## config.mk

```make
export PLATFORM = sky130hd
export DESIGN_NAME = ini_text_line_parser
export DESIGN_NICKNAME = d
export VERILOG_FILES = /design/src/rtl/ilp_pkg.sv /design/src/rtl/ini_text_line_parser.sv /design/src/rtl/ilp_ram.sv /design/src/rtl/ilp_ctrl.sv /design/src/rtl/ilp_datapath.sv
export VERILOG_INCLUDE_DIRS = /design/src /design/src/rtl
export SDC_FILE = /design/constraint.sdc
export NUM_CORES = 1
export LEC_CHECK = 0
export ABC_CLOCK_PERIOD_IN_PS = 11400
export BUFFER_PORTS_ARGS = -buffer_cell sky130_fd_sc_hd__buf_2
export CAP_MARGIN = 20
export CELL_PAD_IN_SITES_DETAIL_PLACEMENT = 1
export CELL_PAD_IN_SITES_GLOBAL_PLACEMENT = 1
export CORE_MARGIN = 2
export CORE_UTILIZATION = 50
export DETAILED_ROUTE_END_ITERATION = 10
export GPL_TIMING_DRIVEN = 0
export PLACE_DENSITY_LB_ADDON = 0.05
export SLEW_MARGIN = 40
export SYNTH_ARGS = -nofsm -noshare
export SYNTH_HDL_FRONTEND = slang
export SYNTH_HIERARCHICAL = 1
export SYNTH_SLANG_ARGS = --single-unit
export TNS_END_PERCENT = 1
```

## constraint.sdc

```tcl
create_clock -name clock -period 11.4 [get_ports clock]
set_clock_uncertainty 0.05 [all_clocks]
set_input_delay 2.28 -clock clock [delete_from_list [all_inputs] [get_ports clock]]
set_output_delay 2.28 -clock clock [all_outputs]
set_load 0.02 [all_outputs]
```

## src/rtl/ini_text_line_parser_macros.svh

```systemverilog
// ----------------------------------------------------------------------------
// INI line parser assertion macros
// Shorthand for the concurrent checks at the end of the top level.
// ----------------------------------------------------------------------------
`ifndef INI_TEXT_LINE_PARSER_MACROS_SVH
`define INI_TEXT_LINE_PARSER_MACROS_SVH

// same-cycle implication
`define ILP_ASSERT_IMPL(label, clk, rst, ante, cons) \
   label: assert property (@(posedge clk) disable iff (rst) (ante) |-> (cons)) \
      else $error("ilp: same-cycle check failed");

// next-cycle implication
`define ILP_ASSERT_NEXT(label, clk, rst, ante, cons) \
   label: assert property (@(posedge clk) disable iff (rst) (ante) |=> (cons)) \
      else $error("ilp: next-cycle check failed");

`endif

```

## src/rtl/ilp_pkg.sv

```systemverilog
// ----------------------------------------------------------------------------
// INI line parser package
// Shared constants, codes, command and status types.
// ----------------------------------------------------------------------------
package ilp_pkg;

   localparam int LINE_BYTES_DEF    = 64;
   localparam int SECTION_BYTES_DEF = 50;
   localparam int CSR_ADDR_W        = 2;
   localparam int RSP_DATA_W        = 48;
   localparam int RSP_PAD_W         = 5;

   localparam logic [7:0] CH_NUL   = 8'h00;
   localparam logic [7:0] CH_TAB   = 8'h09;
   localparam logic [7:0] CH_NL    = 8'h0A;
   localparam logic [7:0] CH_CR    = 8'h0D;
   localparam logic [7:0] CH_SPACE = 8'h20;
   localparam logic [7:0] CH_HASH  = 8'h23;
   localparam logic [7:0] CH_COLON = 8'h3A;
   localparam logic [7:0] CH_SEMI  = 8'h3B;
   localparam logic [7:0] CH_EQ    = 8'h3D;
   localparam logic [7:0] CH_LBR   = 8'h5B;
   localparam logic [7:0] CH_RBR   = 8'h5D;
   localparam logic [7:0] BOM_0    = 8'hEF;
   localparam logic [7:0] BOM_1    = 8'hBB;
   localparam logic [7:0] BOM_2    = 8'hBF;

   typedef enum logic [1:0] {
      ROLE_SECTION, ROLE_NAME, ROLE_VALUE, ROLE_STATUS
   } role_type;

   typedef enum logic [2:0] {
      KIND_BLANK, KIND_SECTION, KIND_PAIR, KIND_CONT, KIND_ERROR,
      KIND_IGNORED, KIND_FILE_END
   } kind_type;

   typedef enum logic [CSR_ADDR_W-1:0] {
      CSR_ALLOW_BOM, CSR_ALLOW_MULTILINE, CSR_STOP_ON_ERROR
   } csr_type;

   typedef enum logic [1:0] {
      PLAN_EMPTY, PLAN_CONT, PLAN_SECT, PLAN_PAIR
   } plan_type;

   typedef enum logic [3:0] {
      ST_IDLE, ST_CLASS, ST_SCAN, ST_DECIDE, ST_VSCAN, ST_EMIT_CHK,
      ST_READ, ST_EMIT, ST_STATUS, ST_FILE_END
   } state_type;

   typedef struct packed {
      logic     wr_byte;
      logic     line_begin;
      logic     load_scan;
      logic     load_vscan;
      logic     scan_run;
      logic     set_plan;
      plan_type plan;
      kind_type kind;
      logic     next_span;
      logic     rd_issue;
      logic     out_load;
      logic     out_status;
      logic     out_file_end;
      logic     out_last;
      logic     line_done;
      logic     parser_reset;
   } cmd_type;

   typedef struct packed {
      logic ends_line;
      logic has_line;
      logic stopped;
      logic blank;
      logic cont;
      logic is_sect;
      logic scan_done;
      logic sect_ok;
      logic pair_found;
      logic cur_valid;
      logic span_b;
      logic out_free;
   } status_type;

   // C-locale whitespace: space and 9..13
   function automatic logic is_ws(input logic [7:0] c);
      return c inside {CH_SPACE, [CH_TAB:CH_CR]};
   endfunction

endpackage

```

## src/rtl/ini_text_line_parser.sv

```systemverilog
// ----------------------------------------------------------------------------
// INI text line parser
// Byte stream in, classified line content and one status item per line out.
// ----------------------------------------------------------------------------
//
//  channel | dir | fields (low bit first)
//  --------+-----+-----------------------------------------------------------
//  req_    | in  | tdata: text_byte[7:0]; tuser: end_of_text
//  rsp_    | out | tdata: out_byte, line_kind, line_number, first_error_line;
//          |     | tuser: role; tlast: final item of the input item
//  csr_    | in  | we, addr (0 allow_bom, 1 allow_multiline, 2 stop_on_error)
//
// Text bytes are taken only while the block is idle; bytes are not re-read
// until the line ends. At line end the line is classified; if needed, a
// delimiter scan runs from the first to the last kept character, then a
// decide step; a pair's value scan reads the bytes after the delimiter. Each
// byte item takes a cursor check, store read and load; the status item and, at
// end of text, the file end status follow. Synchronous active-high reset.
// A stalled result holds the block in its output step until rsp_tready returns.
//
`include "ini_text_line_parser_macros.svh"

module ini_text_line_parser #(
   parameter int LINE_BYTES    = ilp_pkg::LINE_BYTES_DEF,
   parameter int SECTION_BYTES = ilp_pkg::SECTION_BYTES_DEF
) (
   input  logic                           clock,
   input  logic                           reset,
   input  logic                           req_tvalid,
   output logic                           req_tready,
   input  logic [7:0]                     req_tdata,   // text_byte
   input  logic                           req_tuser,   // end_of_text
   output logic                           rsp_tvalid,
   input  logic                           rsp_tready,
   // out_byte[7:0], line_kind[10:8], line_number[26:11], first_error_line[42:27]
   output logic [ilp_pkg::RSP_DATA_W-1:0] rsp_tdata,
   output logic [1:0]                     rsp_tuser,   // role
   output logic                           rsp_tlast,
   input  logic                           csr_we,
   input  logic [ilp_pkg::CSR_ADDR_W-1:0] csr_addr,
   input  logic                           csr_wdata
);
   import ilp_pkg::*;

   cmd_type    cmd;
   status_type status;

   // sequencer: intake, scans, emission order
   ilp_ctrl u_ctrl (
      .clock      (clock),
      .reset      (reset),
      .req_tvalid (req_tvalid),
      .req_eot    (req_tuser),
      .req_tready (req_tready),
      .status     (status),
      .cmd        (cmd)
   );

   // line store, trackers and output register
   ilp_datapath #(
      .LINE_BYTES    (LINE_BYTES),
      .SECTION_BYTES (SECTION_BYTES)
   ) u_datapath (
      .clock      (clock),
      .reset      (reset),
      .cmd        (cmd),
      .status     (status),
      .text_byte  (req_tdata),
      .csr_we     (csr_we),
      .csr_addr   (csr_addr),
      .csr_wdata  (csr_wdata),
      .rsp_tready (rsp_tready),
      .rsp_tvalid (rsp_tvalid),
      .rsp_tlast  (rsp_tlast),
      .rsp_tdata  (rsp_tdata),
      .rsp_tuser  (rsp_tuser)
   );

   // end of text always leads to work, so intake closes on the next cycle
   `ILP_ASSERT_NEXT(a_eot_closes_intake, clock, reset, req_tvalid && req_tready && req_tuser, !req_tready)

   // kept text bytes are never the final item of a step
   `ILP_ASSERT_IMPL(a_byte_not_last, clock, reset, rsp_tvalid && (rsp_tuser != ROLE_STATUS), !rsp_tlast)

   // the file end status always closes its step
   `ILP_ASSERT_IMPL(a_file_end_last, clock, reset, rsp_tvalid && (rsp_tdata[10:8] == KIND_FILE_END), rsp_tlast && (rsp_tuser == ROLE_STATUS))

endmodule

```

## src/rtl/ilp_ram.sv

```systemverilog
// ----------------------------------------------------------------------------
// INI line parser RAM
// Generic single write, single read RAM with registered read data.
// ----------------------------------------------------------------------------
module ilp_ram #(
   parameter int WIDTH = 8,
   parameter int DEPTH = 64
) (
   input  logic                     clock,
   input  logic                     wr_en,
   input  logic [$clog2(DEPTH)-1:0] wr_addr,
   input  logic [WIDTH-1:0]         wr_data,
   input  logic                     rd_en,
   input  logic [$clog2(DEPTH)-1:0] rd_addr,
   output logic [WIDTH-1:0]         rd_data
);

   logic [WIDTH-1:0] mem_ff [DEPTH];
   logic [WIDTH-1:0] rd_data_ff;

   always_ff @(posedge clock) begin
      if (wr_en) begin
         mem_ff[wr_addr] <= wr_data;
      end
      if (rd_en) begin
         rd_data_ff <= mem_ff[rd_addr];
      end
   end

   assign rd_data = rd_data_ff;

endmodule

```

## src/rtl/ilp_ctrl.sv

```systemverilog
// ----------------------------------------------------------------------------
// INI line parser controller
// Sequences byte intake, line analysis passes, emission and status items.
// ----------------------------------------------------------------------------
module ilp_ctrl (
   input  logic                clock,
   input  logic                reset,
   input  logic                req_tvalid,
   input  logic                req_eot,
   output logic                req_tready,
   input  ilp_pkg::status_type status,
   output ilp_pkg::cmd_type    cmd
);
   import ilp_pkg::*;

   state_type state_ff, state_in;
   logic      eot_pend_ff, eot_pend_in;

   always_ff @(posedge clock) begin
      if (reset) begin
         state_ff    <= ST_IDLE;
         eot_pend_ff <= 1'b0;
      end else begin
         state_ff    <= state_in;
         eot_pend_ff <= eot_pend_in;
      end
   end

   always_comb begin
      cmd         = '0;
      state_in    = state_ff;
      eot_pend_in = eot_pend_ff;
      req_tready  = 1'b0;
      case (state_ff)
         ST_IDLE: begin
            req_tready = 1'b1;
            if (req_tvalid) begin
               if (req_eot) begin
                  if (status.has_line) begin
                     cmd.line_begin = 1'b1;
                     eot_pend_in    = 1'b1;
                     state_in       = ST_CLASS;
                  end else begin
                     state_in = ST_FILE_END;
                  end
               end else begin
                  cmd.wr_byte = 1'b1;
                  if (status.ends_line) begin
                     cmd.line_begin = 1'b1;
                     eot_pend_in    = 1'b0;
                     state_in       = ST_CLASS;
                  end
               end
            end
         end
         ST_CLASS: begin
            if (status.stopped) begin
               cmd.set_plan = 1'b1;
               cmd.plan     = PLAN_EMPTY;
               cmd.kind     = KIND_IGNORED;
               state_in     = ST_STATUS;
            end else if (status.blank) begin
               cmd.set_plan = 1'b1;
               cmd.plan     = PLAN_EMPTY;
               cmd.kind     = KIND_BLANK;
               state_in     = ST_STATUS;
            end else if (status.cont) begin
               cmd.set_plan = 1'b1;
               cmd.plan     = PLAN_CONT;
               cmd.kind     = KIND_CONT;
               state_in     = ST_EMIT_CHK;
            end else begin
               cmd.load_scan = 1'b1;
               state_in      = ST_SCAN;
            end
         end
         ST_SCAN: begin
            if (status.scan_done) begin
               state_in = ST_DECIDE;
            end else begin
               cmd.scan_run = 1'b1;
            end
         end
         ST_DECIDE: begin
            if (status.is_sect && status.sect_ok) begin
               cmd.set_plan = 1'b1;
               cmd.plan     = PLAN_SECT;
               cmd.kind     = KIND_SECTION;
               state_in     = ST_EMIT_CHK;
            end else if (!status.is_sect && status.pair_found) begin
               cmd.load_vscan = 1'b1;
               state_in       = ST_VSCAN;
            end else begin
               cmd.set_plan = 1'b1;
               cmd.plan     = PLAN_EMPTY;
               cmd.kind     = KIND_ERROR;
               state_in     = ST_STATUS;
            end
         end
         ST_VSCAN: begin
            if (status.scan_done) begin
               cmd.set_plan = 1'b1;
               cmd.plan     = PLAN_PAIR;
               cmd.kind     = KIND_PAIR;
               state_in     = ST_EMIT_CHK;
            end else begin
               cmd.scan_run = 1'b1;
            end
         end
         ST_EMIT_CHK: begin
            if (status.cur_valid) begin
               state_in = ST_READ;
            end else if (!status.span_b) begin
               cmd.next_span = 1'b1;
            end else begin
               state_in = ST_STATUS;
            end
         end
         ST_READ: begin
            cmd.rd_issue = 1'b1;
            state_in     = ST_EMIT;
         end
         ST_EMIT: begin
            if (status.out_free) begin
               cmd.out_load = 1'b1;
               state_in     = ST_EMIT_CHK;
            end
         end
         ST_STATUS: begin
            if (status.out_free) begin
               cmd.out_load   = 1'b1;
               cmd.out_status = 1'b1;
               cmd.out_last   = !eot_pend_ff;
               cmd.line_done  = 1'b1;
               state_in       = eot_pend_ff ? ST_FILE_END : ST_IDLE;
            end
         end
         ST_FILE_END: begin
            if (status.out_free) begin
               cmd.out_load     = 1'b1;
               cmd.out_status   = 1'b1;
               cmd.out_file_end = 1'b1;
               cmd.out_last     = 1'b1;
               cmd.parser_reset = 1'b1;
               eot_pend_in      = 1'b0;
               state_in         = ST_IDLE;
            end
         end
         default: begin
            state_in = ST_IDLE;
         end
      endcase
   end

endmodule

```

## src/rtl/ilp_datapath.sv

```systemverilog
// ----------------------------------------------------------------------------
// INI line parser datapath
// Line store, per-line trackers, scan passes, span cursor and output register.
// ----------------------------------------------------------------------------
module ilp_datapath #(
   parameter int LINE_BYTES    = ilp_pkg::LINE_BYTES_DEF,
   parameter int SECTION_BYTES = ilp_pkg::SECTION_BYTES_DEF
) (
   input  logic                              clock,
   input  logic                              reset,
   input  ilp_pkg::cmd_type                  cmd,
   output ilp_pkg::status_type               status,
   input  logic [7:0]                        text_byte,
   input  logic                              csr_we,
   input  logic [ilp_pkg::CSR_ADDR_W-1:0]    csr_addr,
   input  logic                              csr_wdata,
   input  logic                              rsp_tready,
   output logic                              rsp_tvalid,
   output logic                              rsp_tlast,
   output logic [ilp_pkg::RSP_DATA_W-1:0]    rsp_tdata,
   output logic [1:0]                        rsp_tuser
);
   import ilp_pkg::*;

   localparam int POS_W   = $clog2(LINE_BYTES + 1);
   localparam int AW      = $clog2(LINE_BYTES);
   localparam int SEC_CAP = (SECTION_BYTES - 1 < LINE_BYTES) ? SECTION_BYTES - 1 : LINE_BYTES;
   localparam logic [POS_W-1:0] FILL_MAX = POS_W'(LINE_BYTES - 1);
   localparam logic [POS_W-1:0] SEC_KEEP = POS_W'(SEC_CAP);
   localparam logic [POS_W-1:0] POS_ONE  = POS_W'(1);
   localparam logic [POS_W-1:0] POS_TWO  = POS_W'(2);
   localparam logic [POS_W-1:0] POS_BOM  = POS_W'(3);

   // configuration
   logic cfg_bom_ff, cfg_bom_in, cfg_ml_ff, cfg_ml_in, cfg_stop_ff, cfg_stop_in;

   // line trackers
   logic [POS_W-1:0] fill_ff, fill_in, n_ff, n_in, lnw_ff, lnw_in;
   logic [POS_W-1:0] fnw_ff, fnw_in, fnw3_ff, fnw3_in;
   logic             fnw_ok_ff, fnw_ok_in, fnw3_ok_ff, fnw3_ok_in;
   logic [7:0]       fnwc_ff, fnwc_in, fnw3c_ff, fnw3c_in;
   logic             zero_ff, zero_in, bom_ok_ff, bom_ok_in;

   logic [15:0] lc_ff, lc_in, err_ff, err_in;
   logic        pair_open_ff, pair_open_in;

   // scan passes
   logic [POS_W-1:0] ptr_ff, ptr_in, dpos_ff, dpos_in;
   logic             dv_ff, dv_in, vmode_ff, vmode_in, was_ff, was_in, stop_ff, stop_in;
   logic             rb_ok_ff, rb_ok_in, eq_ok_ff, eq_ok_in, col_ok_ff, col_ok_in;
   logic [POS_W-1:0] p_rb_ff, p_rb_in, p_eq_ff, p_eq_in, p_col_ff, p_col_in;
   logic [POS_W-1:0] ne_eq_ff, ne_eq_in, ne_col_ff, ne_col_in, lnw_run_ff, lnw_run_in;
   logic             vs_ok_ff, vs_ok_in;
   logic [POS_W-1:0] vs_ff, vs_in, ve_ff, ve_in;

   // emission
   kind_type         kind_ff, kind_in;
   role_type         a_role_ff, a_role_in;
   logic [POS_W-1:0] a_hi_ff, a_hi_in, b_lo_ff, b_lo_in, b_hi_ff, b_hi_in;
   logic [POS_W-1:0] cur_ff, cur_in;
   logic             phb_ff, phb_in;

   // output register
   logic       rsp_v_ff, rsp_v_in, rsp_last_ff, rsp_last_in;
   logic [7:0] rsp_byte_ff, rsp_byte_in;
   role_type   rsp_role_ff, rsp_role_in;
   kind_type   rsp_kind_ff, rsp_kind_in;
   logic [15:0] rsp_ln_ff, rsp_ln_in, rsp_err_ff, rsp_err_in;

   // combinational
   logic             bom_w, issue_w, ram_re;
   logic [POS_W-1:0] s_w, e_w, p_w, ne_w, sec_len_w, sec_keep_w;
   logic [7:0]       c_w, ram_q;
   logic [AW-1:0]    ram_ra;
   role_type         plan_role_w;
   logic [POS_W-1:0] plan_a_lo_w, plan_a_hi_w, plan_b_lo_w, plan_b_hi_w;

   // ---------------------------------------------------------------- store
   assign issue_w = cmd.scan_run && (ptr_ff < e_w);
   assign ram_re  = issue_w || cmd.rd_issue;
   assign ram_ra  = cmd.rd_issue ? cur_ff[AW-1:0] : ptr_ff[AW-1:0];

   ilp_ram #(
      .WIDTH (8),
      .DEPTH (LINE_BYTES)
   ) u_line_store (
      .clock   (clock),
      .wr_en   (cmd.wr_byte),
      .wr_addr (fill_ff[AW-1:0]),
      .wr_data (text_byte),
      .rd_en   (ram_re),
      .rd_addr (ram_ra),
      .rd_data (ram_q)
   );

   // -------------------------------------------------------- line geometry
   assign bom_w = cfg_bom_ff && (lc_ff == 16'd1) && bom_ok_ff && (n_ff >= POS_BOM);
   assign e_w   = lnw_ff;
   assign s_w   = bom_w ? (fnw3_ok_ff ? fnw3_ff : e_w) : (fnw_ok_ff ? fnw_ff : e_w);
   assign c_w   = bom_w ? fnw3c_ff : fnwc_ff;
   assign p_w   = eq_ok_ff ? p_eq_ff : p_col_ff;
   assign ne_w  = eq_ok_ff ? ne_eq_ff : ne_col_ff;

   assign sec_len_w  = p_rb_ff - s_w - POS_ONE;
   assign sec_keep_w = (sec_len_w > SEC_KEEP) ? SEC_KEEP : sec_len_w;

   always_comb begin
      plan_role_w = ROLE_VALUE;
      plan_a_lo_w = '0;
      plan_a_hi_w = '0;
      plan_b_lo_w = '0;
      plan_b_hi_w = '0;
      case (cmd.plan)
         PLAN_CONT: begin
            plan_a_lo_w = s_w;
            plan_a_hi_w = e_w;
         end
         PLAN_SECT: begin
            plan_role_w = ROLE_SECTION;
            plan_a_lo_w = s_w + POS_ONE;
            plan_a_hi_w = s_w + POS_ONE + sec_keep_w;
         end
         PLAN_PAIR: begin
            plan_role_w = ROLE_NAME;
            plan_a_lo_w = s_w;
            plan_a_hi_w = ne_w;
            plan_b_lo_w = vs_ff;
            plan_b_hi_w = ve_ff;
         end
         default: begin
         end
      endcase
   end

   // --------------------------------------------------------------- status
   always_comb begin
      status            = '0;
      status.ends_line  = (text_byte == CH_NL) || ((fill_ff + POS_ONE) >= FILL_MAX);
      status.has_line   = (fill_ff != '0);
      status.stopped    = cfg_stop_ff && (err_ff != 16'd0);
      status.blank      = (s_w >= e_w) || (c_w == CH_SEMI) || (c_w == CH_HASH);
      status.cont       = cfg_ml_ff && pair_open_ff && (s_w != '0);
      status.is_sect    = (c_w == CH_LBR);
      status.scan_done  = (ptr_ff >= e_w) && !dv_ff;
      status.sect_ok    = rb_ok_ff;
      status.pair_found = eq_ok_ff || col_ok_ff;
      status.cur_valid  = phb_ff ? (cur_ff < b_hi_ff) : (cur_ff < a_hi_ff);
      status.span_b     = phb_ff;
      status.out_free   = !rsp_v_ff || rsp_tready;
   end

   // --------------------------------------------------------- next values
   always_comb begin
      cfg_bom_in  = cfg_bom_ff;
      cfg_ml_in   = cfg_ml_ff;
      cfg_stop_in = cfg_stop_ff;
      if (csr_we) begin
         case (csr_type'(csr_addr))
            CSR_ALLOW_BOM:       cfg_bom_in  = csr_wdata;
            CSR_ALLOW_MULTILINE: cfg_ml_in   = csr_wdata;
            CSR_STOP_ON_ERROR:   cfg_stop_in = csr_wdata;
            default: begin
            end
         endcase
      end
   end

   always_comb begin
      fill_in    = fill_ff;
      n_in       = n_ff;
      lnw_in     = lnw_ff;
      fnw_in     = fnw_ff;
      fnw_ok_in  = fnw_ok_ff;
      fnwc_in    = fnwc_ff;
      fnw3_in    = fnw3_ff;
      fnw3_ok_in = fnw3_ok_ff;
      fnw3c_in   = fnw3c_ff;
      zero_in    = zero_ff;
      bom_ok_in  = bom_ok_ff;
      if (cmd.parser_reset || cmd.line_done) begin
         fill_in    = '0;
         n_in       = '0;
         lnw_in     = '0;
         fnw_ok_in  = 1'b0;
         fnw3_ok_in = 1'b0;
         zero_in    = 1'b0;
         bom_ok_in  = 1'b0;
      end else if (cmd.wr_byte) begin
         fill_in = fill_ff + POS_ONE;
         // content ends at the first zero byte
         if (!zero_ff) begin
            if (text_byte == CH_NUL) begin
               zero_in = 1'b1;
            end else begin
               n_in = fill_ff + POS_ONE;
               if (!is_ws(text_byte)) begin
                  lnw_in = fill_ff + POS_ONE;
                  if (!fnw_ok_ff) begin
                     fnw_ok_in = 1'b1;
                     fnw_in    = fill_ff;
                     fnwc_in   = text_byte;
                  end
                  if (!fnw3_ok_ff && (fill_ff >= POS_BOM)) begin
                     fnw3_ok_in = 1'b1;
                     fnw3_in    = fill_ff;
                     fnw3c_in   = text_byte;
                  end
               end
            end
         end
         if (fill_ff == '0) begin
            bom_ok_in = (text_byte == BOM_0);
         end else if (fill_ff == POS_ONE) begin
            bom_ok_in = bom_ok_ff && (text_byte == BOM_1);
         end else if (fill_ff == POS_TWO) begin
            bom_ok_in = bom_ok_ff && (text_byte == BOM_2);
         end
      end
   end

   always_comb begin
      lc_in        = lc_ff;
      err_in       = err_ff;
      pair_open_in = pair_open_ff;
      if (cmd.parser_reset) begin
         lc_in        = '0;
         err_in       = '0;
         pair_open_in = 1'b0;
      end else begin
         if (cmd.line_begin && (lc_ff != 16'hFFFF)) begin
            lc_in = lc_ff + 16'd1;
         end
         if (cmd.set_plan) begin
            if ((cmd.kind == KIND_ERROR) && (err_ff == 16'd0)) begin
               err_in = lc_ff;
            end
            if (cmd.plan == PLAN_SECT) begin
               pair_open_in = 1'b0;
            end else if (cmd.plan == PLAN_PAIR) begin
               pair_open_in = (ne_w > s_w);
            end
         end
      end
   end

   always_comb begin
      ptr_in     = ptr_ff;
      dpos_in    = dpos_ff;
      dv_in      = dv_ff;
      vmode_in   = vmode_ff;
      was_in     = was_ff;
      stop_in    = stop_ff;
      rb_ok_in   = rb_ok_ff;
      eq_ok_in   = eq_ok_ff;
      col_ok_in  = col_ok_ff;
      p_rb_in    = p_rb_ff;
      p_eq_in    = p_eq_ff;
      p_col_in   = p_col_ff;
      ne_eq_in   = ne_eq_ff;
      ne_col_in  = ne_col_ff;
      lnw_run_in = lnw_run_ff;
      vs_ok_in   = vs_ok_ff;
      vs_in      = vs_ff;
      ve_in      = ve_ff;
      if (cmd.load_scan) begin
         ptr_in     = s_w;
         dv_in      = 1'b0;
         vmode_in   = 1'b0;
         was_in     = 1'b0;
         stop_in    = 1'b0;
         rb_ok_in   = 1'b0;
         eq_ok_in   = 1'b0;
         col_ok_in  = 1'b0;
         lnw_run_in = s_w;
      end else if (cmd.load_vscan) begin
         ptr_in   = p_w + POS_ONE;
         dv_in    = 1'b0;
         vmode_in = 1'b1;
         was_in   = 1'b0;
         stop_in  = 1'b0;
         vs_ok_in = 1'b0;
         vs_in    = e_w;
         ve_in    = e_w;
      end else if (cmd.scan_run) begin
         dv_in   = issue_w;
         dpos_in = ptr_ff;
         if (issue_w) begin
            ptr_in = ptr_ff + POS_ONE;
         end
         if (dv_ff && !stop_ff) begin
            if (vmode_ff) begin
               // value: skip leading blanks, stop at an inline comment
               if (!vs_ok_ff) begin
                  if (!is_ws(ram_q)) begin
                     vs_ok_in = 1'b1;
                     vs_in    = dpos_ff;
                     ve_in    = dpos_ff + POS_ONE;
                     was_in   = 1'b0;
                  end
               end else if (was_ff && (ram_q == CH_SEMI)) begin
                  stop_in = 1'b1;
               end else begin
                  was_in = is_ws(ram_q);
                  if (!is_ws(ram_q)) begin
                     ve_in = dpos_ff + POS_ONE;
                  end
               end
            end else if (was_ff && (ram_q == CH_SEMI)) begin
               stop_in = 1'b1;
            end else begin
               if ((ram_q == CH_RBR) && !rb_ok_ff) begin
                  rb_ok_in = 1'b1;
                  p_rb_in  = dpos_ff;
               end
               if ((ram_q == CH_EQ) && !eq_ok_ff) begin
                  eq_ok_in = 1'b1;
                  p_eq_in  = dpos_ff;
                  ne_eq_in = lnw_run_ff;
               end
               if ((ram_q == CH_COLON) && !col_ok_ff) begin
                  col_ok_in = 1'b1;
                  p_col_in  = dpos_ff;
                  ne_col_in = lnw_run_ff;
               end
               was_in = is_ws(ram_q);
               if (!is_ws(ram_q)) begin
                  lnw_run_in = dpos_ff + POS_ONE;
               end
            end
         end
      end
   end

   always_comb begin
      kind_in   = kind_ff;
      a_role_in = a_role_ff;
      a_hi_in   = a_hi_ff;
      b_lo_in   = b_lo_ff;
      b_hi_in   = b_hi_ff;
      cur_in    = cur_ff;
      phb_in    = phb_ff;
      if (cmd.set_plan) begin
         kind_in   = cmd.kind;
         a_role_in = plan_role_w;
         a_hi_in   = plan_a_hi_w;
         b_lo_in   = plan_b_lo_w;
         b_hi_in   = plan_b_hi_w;
         cur_in    = plan_a_lo_w;
         phb_in    = 1'b0;
      end else if (cmd.next_span) begin
         phb_in = 1'b1;
         cur_in = b_lo_ff;
      end else if (cmd.out_load && !cmd.out_status) begin
         cur_in = cur_ff + POS_ONE;
      end
   end

   always_comb begin
      rsp_v_in    = rsp_tready ? 1'b0 : rsp_v_ff;
      rsp_last_in = rsp_last_ff;
      rsp_byte_in = rsp_byte_ff;
      rsp_role_in = rsp_role_ff;
      rsp_kind_in = rsp_kind_ff;
      rsp_ln_in   = rsp_ln_ff;
      rsp_err_in  = rsp_err_ff;
      if (cmd.out_load) begin
         rsp_v_in    = 1'b1;
         rsp_last_in = cmd.out_last;
         rsp_byte_in = cmd.out_status ? 8'd0 : ram_q;
         rsp_role_in = cmd.out_status ? ROLE_STATUS : (phb_ff ? ROLE_VALUE : a_role_ff);
         rsp_kind_in = cmd.out_file_end ? KIND_FILE_END : kind_ff;
         rsp_ln_in   = lc_ff;
         rsp_err_in  = err_ff;
      end
   end

   // ------------------------------------------------------------ registers
   always_ff @(posedge clock) begin
      if (reset) begin
         cfg_bom_ff   <= 1'b1;
         cfg_ml_ff    <= 1'b1;
         cfg_stop_ff  <= 1'b0;
         fill_ff      <= '0;
         n_ff         <= '0;
         lnw_ff       <= '0;
         fnw_ok_ff    <= 1'b0;
         fnw3_ok_ff   <= 1'b0;
         zero_ff      <= 1'b0;
         bom_ok_ff    <= 1'b0;
         lc_ff        <= '0;
         err_ff       <= '0;
         pair_open_ff <= 1'b0;
         ptr_ff       <= '0;
         dv_ff        <= 1'b0;
         stop_ff      <= 1'b0;
         a_hi_ff      <= '0;
         b_hi_ff      <= '0;
         cur_ff       <= '0;
         phb_ff       <= 1'b0;
         rsp_v_ff     <= 1'b0;
      end else begin
         cfg_bom_ff   <= cfg_bom_in;
         cfg_ml_ff    <= cfg_ml_in;
         cfg_stop_ff  <= cfg_stop_in;
         fill_ff      <= fill_in;
         n_ff         <= n_in;
         lnw_ff       <= lnw_in;
         fnw_ok_ff    <= fnw_ok_in;
         fnw3_ok_ff   <= fnw3_ok_in;
         zero_ff      <= zero_in;
         bom_ok_ff    <= bom_ok_in;
         lc_ff        <= lc_in;
         err_ff       <= err_in;
         pair_open_ff <= pair_open_in;
         ptr_ff       <= ptr_in;
         dv_ff        <= dv_in;
         stop_ff      <= stop_in;
         a_hi_ff      <= a_hi_in;
         b_hi_ff      <= b_hi_in;
         cur_ff       <= cur_in;
         phb_ff       <= phb_in;
         rsp_v_ff     <= rsp_v_in;
      end
   end

   always_ff @(posedge clock) begin
      fnw_ff      <= fnw_in;
      fnwc_ff     <= fnwc_in;
      fnw3_ff     <= fnw3_in;
      fnw3c_ff    <= fnw3c_in;
      dpos_ff     <= dpos_in;
      vmode_ff    <= vmode_in;
      was_ff      <= was_in;
      rb_ok_ff    <= rb_ok_in;
      eq_ok_ff    <= eq_ok_in;
      col_ok_ff   <= col_ok_in;
      p_rb_ff     <= p_rb_in;
      p_eq_ff     <= p_eq_in;
      p_col_ff    <= p_col_in;
      ne_eq_ff    <= ne_eq_in;
      ne_col_ff   <= ne_col_in;
      lnw_run_ff  <= lnw_run_in;
      vs_ok_ff    <= vs_ok_in;
      vs_ff       <= vs_in;
      ve_ff       <= ve_in;
      kind_ff     <= kind_in;
      a_role_ff   <= a_role_in;
      b_lo_ff     <= b_lo_in;
      rsp_last_ff <= rsp_last_in;
      rsp_byte_ff <= rsp_byte_in;
      rsp_role_ff <= rsp_role_in;
      rsp_kind_ff <= rsp_kind_in;
      rsp_ln_ff   <= rsp_ln_in;
      rsp_err_ff  <= rsp_err_in;
   end

   assign rsp_tvalid = rsp_v_ff;
   assign rsp_tlast  = rsp_last_ff;
   assign rsp_tuser  = rsp_role_ff;
   assign rsp_tdata  = {{RSP_PAD_W{1'b0}}, rsp_err_ff, rsp_ln_ff, rsp_kind_ff, rsp_byte_ff};

endmodule

```

==> flow_summary.yaml <==
clocking:
  path_clk_slew_ns: 0.06
  cts.sinks: 775
  cts_tree: "done"
  postCtsHoldBufs: 0
  htreeDepth: 3
  clockBufferDepth: 3
  worstSkewPairLatency_ns: 0.63
  ctsResizeCount: 0
  root_buffer: "clkbuf_16"
  cts_setup_buffers: 0
  numCtsBuffers: 82
floorplanning:
  ioPinCount: 70
  die_area_sq_um: 67940
  start_util: 0.5027
  coreArea_sq_um: 65510
  chipWidth_um: 260.6
  rows: 94
  die_h_um: 260.6
timing:
  fin_tns_setup_ns: 0
  worst_pin_slew_ns: 0.8889
  rsz0062_at_grt: "false"
  max_freq_mhz: 150.1
  timing.final.ws_setup_ns: 4.736
  min_period_ns: 6.664
  slew_headroom: 0.4052
  final-hold-violation-count: 0
  setup_viol: 0
  finalCritPeriodShare: 0.5845
  drv_slew: 0
worst_setup_path:
  r2r_end: "u_datapath/cur_ff[5]"
  worstSetupStartpointType: "register"
  r2r-start: "u_datapath/lc_ff[0]"
  critical_path_class: "reg -> reg"
  cp.depth: 22
  r2r.worst_path.cells: 22
  path_delay_family: "simple AND/OR/NAND/NOR gates"
  r2r_slack_ns: 4.74
  cp_cell_sequence: "ha_1 > nor3b_1 > nand3_1 > o31ai_4 > buf_4 > nand3_1 > nand2_1 > clkinv_1 > ha_1 > a21o_1 > a21o_1 > a211oi_1 > o21ai_1 > or3_1 > a22oi_1 > nand2_1 > clkbuf_1 > nor3_1 > clkbuf_1 > a211oi_1 > a21oi_1 > nor2_1"
  crit_fanout: 13
  critPathMaxStageDelay_ns: 0.48
  slowest_stage: "or3_1"
  cp_data_arrival_time_ns: 7.09
  critPathCaptureType: "register"
  cp.required_ns: 11.83
  critPathBufInv: 4
global_route:
  grt_pass1_vias: 20220
  grt-ovfl-total: 0
  grt_max_degree: 72
  grt_pass1_wl_mm: 132.5
  antenna_found_initial: 2
  grt_usage: 0.2678
job:
  maxCapViolCount: 0
finish:
  syn2layout_area_growth_pct: 13.52
  diodes: 0
  layout.nets: 2376
  fillerInstances: 6132
  drive_gt1_frac: 0.2142
route:
  drcViolationCount: 0
  vias: 19630
  first_pass_iters: 5
  vias_per_cell: 6.060
  routed_wl_mm: 89.82
  final_antenna_net_count: 0
  wire_per_inst_um: 27.72
  drtIter0Drc: 1494
synth:
  avgSynthCellArea_sq_um: 15.37
  syn_inst: 2143
  synth_warnings: 6
  yosysTopAreaCellShare: 0.6127
  synth_flop_cell: "edfxtp_1"
  synth_edf_count: 672
  ys_async_sr_fraction: 0
  syn_area_sq_um: 32930
  synth_commonest_cells: "edfxtp_1, nor2_1, mux4_2, dfxtp_1, a21oi_1"
  synth_area_leaders: "edfxtp_1, mux4_2, dfxtp_1"
  synth.most_common_cell: "edfxtp_1"
  synth.ff_latch_count: 775
  synth_top_area_cell: "edfxtp_1"
  seq_area_frac_synth: 0.6753
  yosysUniqueCellTypes: 106
power_and_ir_drop:
  leakage_nw: 12.04
  finalPower_mw: 7.849
  vdd_drop_max_v: 0.0001489
  powerDensity_nw_per_um2: 209.9
place:
  hpwl_mm: 62.53
  portBuffers: 64
  pre_cts_slack_ns: 4.515
  gp_congestion: 0.9026
hold_path:
  worstHoldPathCells: 0
  hp-class: "reg -> reg"
  hold_path_end: "u_datapath/ne_eq_ff[3]"
  hold_start: "u_datapath/lnw_run_ff[3]"
status:
  outcome: "completed"
==> where the power goes <==
part	total (mW)	internal, mW	leakage [nW]	switching, mW
combinational	1.84	0.709	3.81	1.13
clock	2.69	1.59	1.34	1.10
sequential	3.32	3.23	6.89	0.0843
total	7.85	5.53	12.0	2.31
==> cells in the final DEF (no fill, tap or decap), types with 60 or more instances in the layout <==
cell       synthesis  final
a21oi_1           91     91
buf_2             15     84
clkbuf_1          59     70
clkbuf_16          0     83
dfxtp_1          103    103
edfxtp_1         672    672
inv_1             60     60
mux4_2           126    126
nand2_1           86     86
nor2_1           218    176
==> layout make-up <==
type                            count  area [sq um]  area share
Multi-Input combinational cell   1194         10040      0.2684
Inverter                           64         245.2    0.006559
Timing Repair Buffer               78         427.9     0.01145
Clock buffer                       96          2126     0.05686
Tap cell                          864          1081     0.02891
Sequential cell                   775         22240      0.5949
Buffer                            114         635.6     0.01700
Clock inverter                     55         594.3     0.01590
==> worst register-to-register path, stage by stage, from the launching register on <==
cell      delay (ns)
dfxtp_1         0.44
ha_1            0.18
nor3b_1         0.29
nand3_1         0.28
o31ai_4         0.31
buf_4           0.24
nand3_1         0.16
nand2_1         0.38
clkinv_1        0.36
ha_1            0.39
a21o_1          0.16
a21o_1          0.17
a211oi_1        0.23
o21ai_1         0.24
or3_1           0.48
a22oi_1         0.21
nand2_1         0.45
clkbuf_1        0.43
nor3_1          0.41
clkbuf_1        0.38
a211oi_1        0.10
a21oi_1         0.14
nor2_1          0.05
==> metal layers <==
metal	GRT usage	routed length, um
met2	0.4563	45180
met1	0.3495	36620
met3	0.03700	4662
met5	0	0
met4	0.1051	3352
==> how the worst max path moves through the flow <==
stage / start / to
floorplan: req_tuser / u_datapath/fnw_ff[0]
global placement: u_datapath/lc_ff[0] / u_datapath/p_eq_ff[3]
detailed placement: u_datapath/lc_ff[0] / u_datapath/err_ff[8]
CTS: u_datapath/lc_ff[0] / u_datapath/err_ff[8]
global route: u_datapath/lc_ff[0] / u_datapath/err_ff[14]
finish: u_datapath/lc_ff[0] / u_datapath/cur_ff[5]
==> sequential cells by signal, indices dropped and copies added, names as in the netlist, 8 cells and up <==
name                             flops
u_datapath/u_line_store/mem_ff     512
u_datapath/err_ff                   16
u_datapath/lc_ff                    16
u_datapath/rsp_err_ff               16
u_datapath/rsp_ln_ff                16
u_datapath/fnw3c_ff                  8
u_datapath/fnwc_ff                   8
u_datapath/rsp_byte_ff               8
u_datapath/u_line_store/rd_data      8
==> logic make-up (layout without fill, tap and decap cells) <==
| kind of cell | count (synthesis) | count (layout) | synth area share |
|---|---|---|---|
| compound gates | 310 | 310 | 0.06542 |
| xor+xnor | 56 | 56 | 0.01489 |
| fa+ha+maj | 53 | 53 | 0.02014 |
| buf+inv | 178 | 407 | 0.02663 |
| flops | 775 | 775 | 0.6753 |
| mux | 202 | 202 | 0.1104 |
| other cells | 1 | 5 | 0.0001139 |
| simple gates | 568 | 568 | 0.08711 |
==> metrics by stage <==
step	utilization	cells	hold WS (ns)	cell area, sq um
2_1_floorplan	-	2147	0.3715	32950
3_3_place_gp	0.5244	3075	0.3744	34350
3_5_place_dp	0.5283	3089	0.3915	34610
4_1_cts	0.5698	3240	0.3980	37330
5_1_grt	0.5707	3240	0.4057	37390
6_report	0.5707	3240	0.3991	37390
No activity file was read; power rests on OpenSTA's default activity.
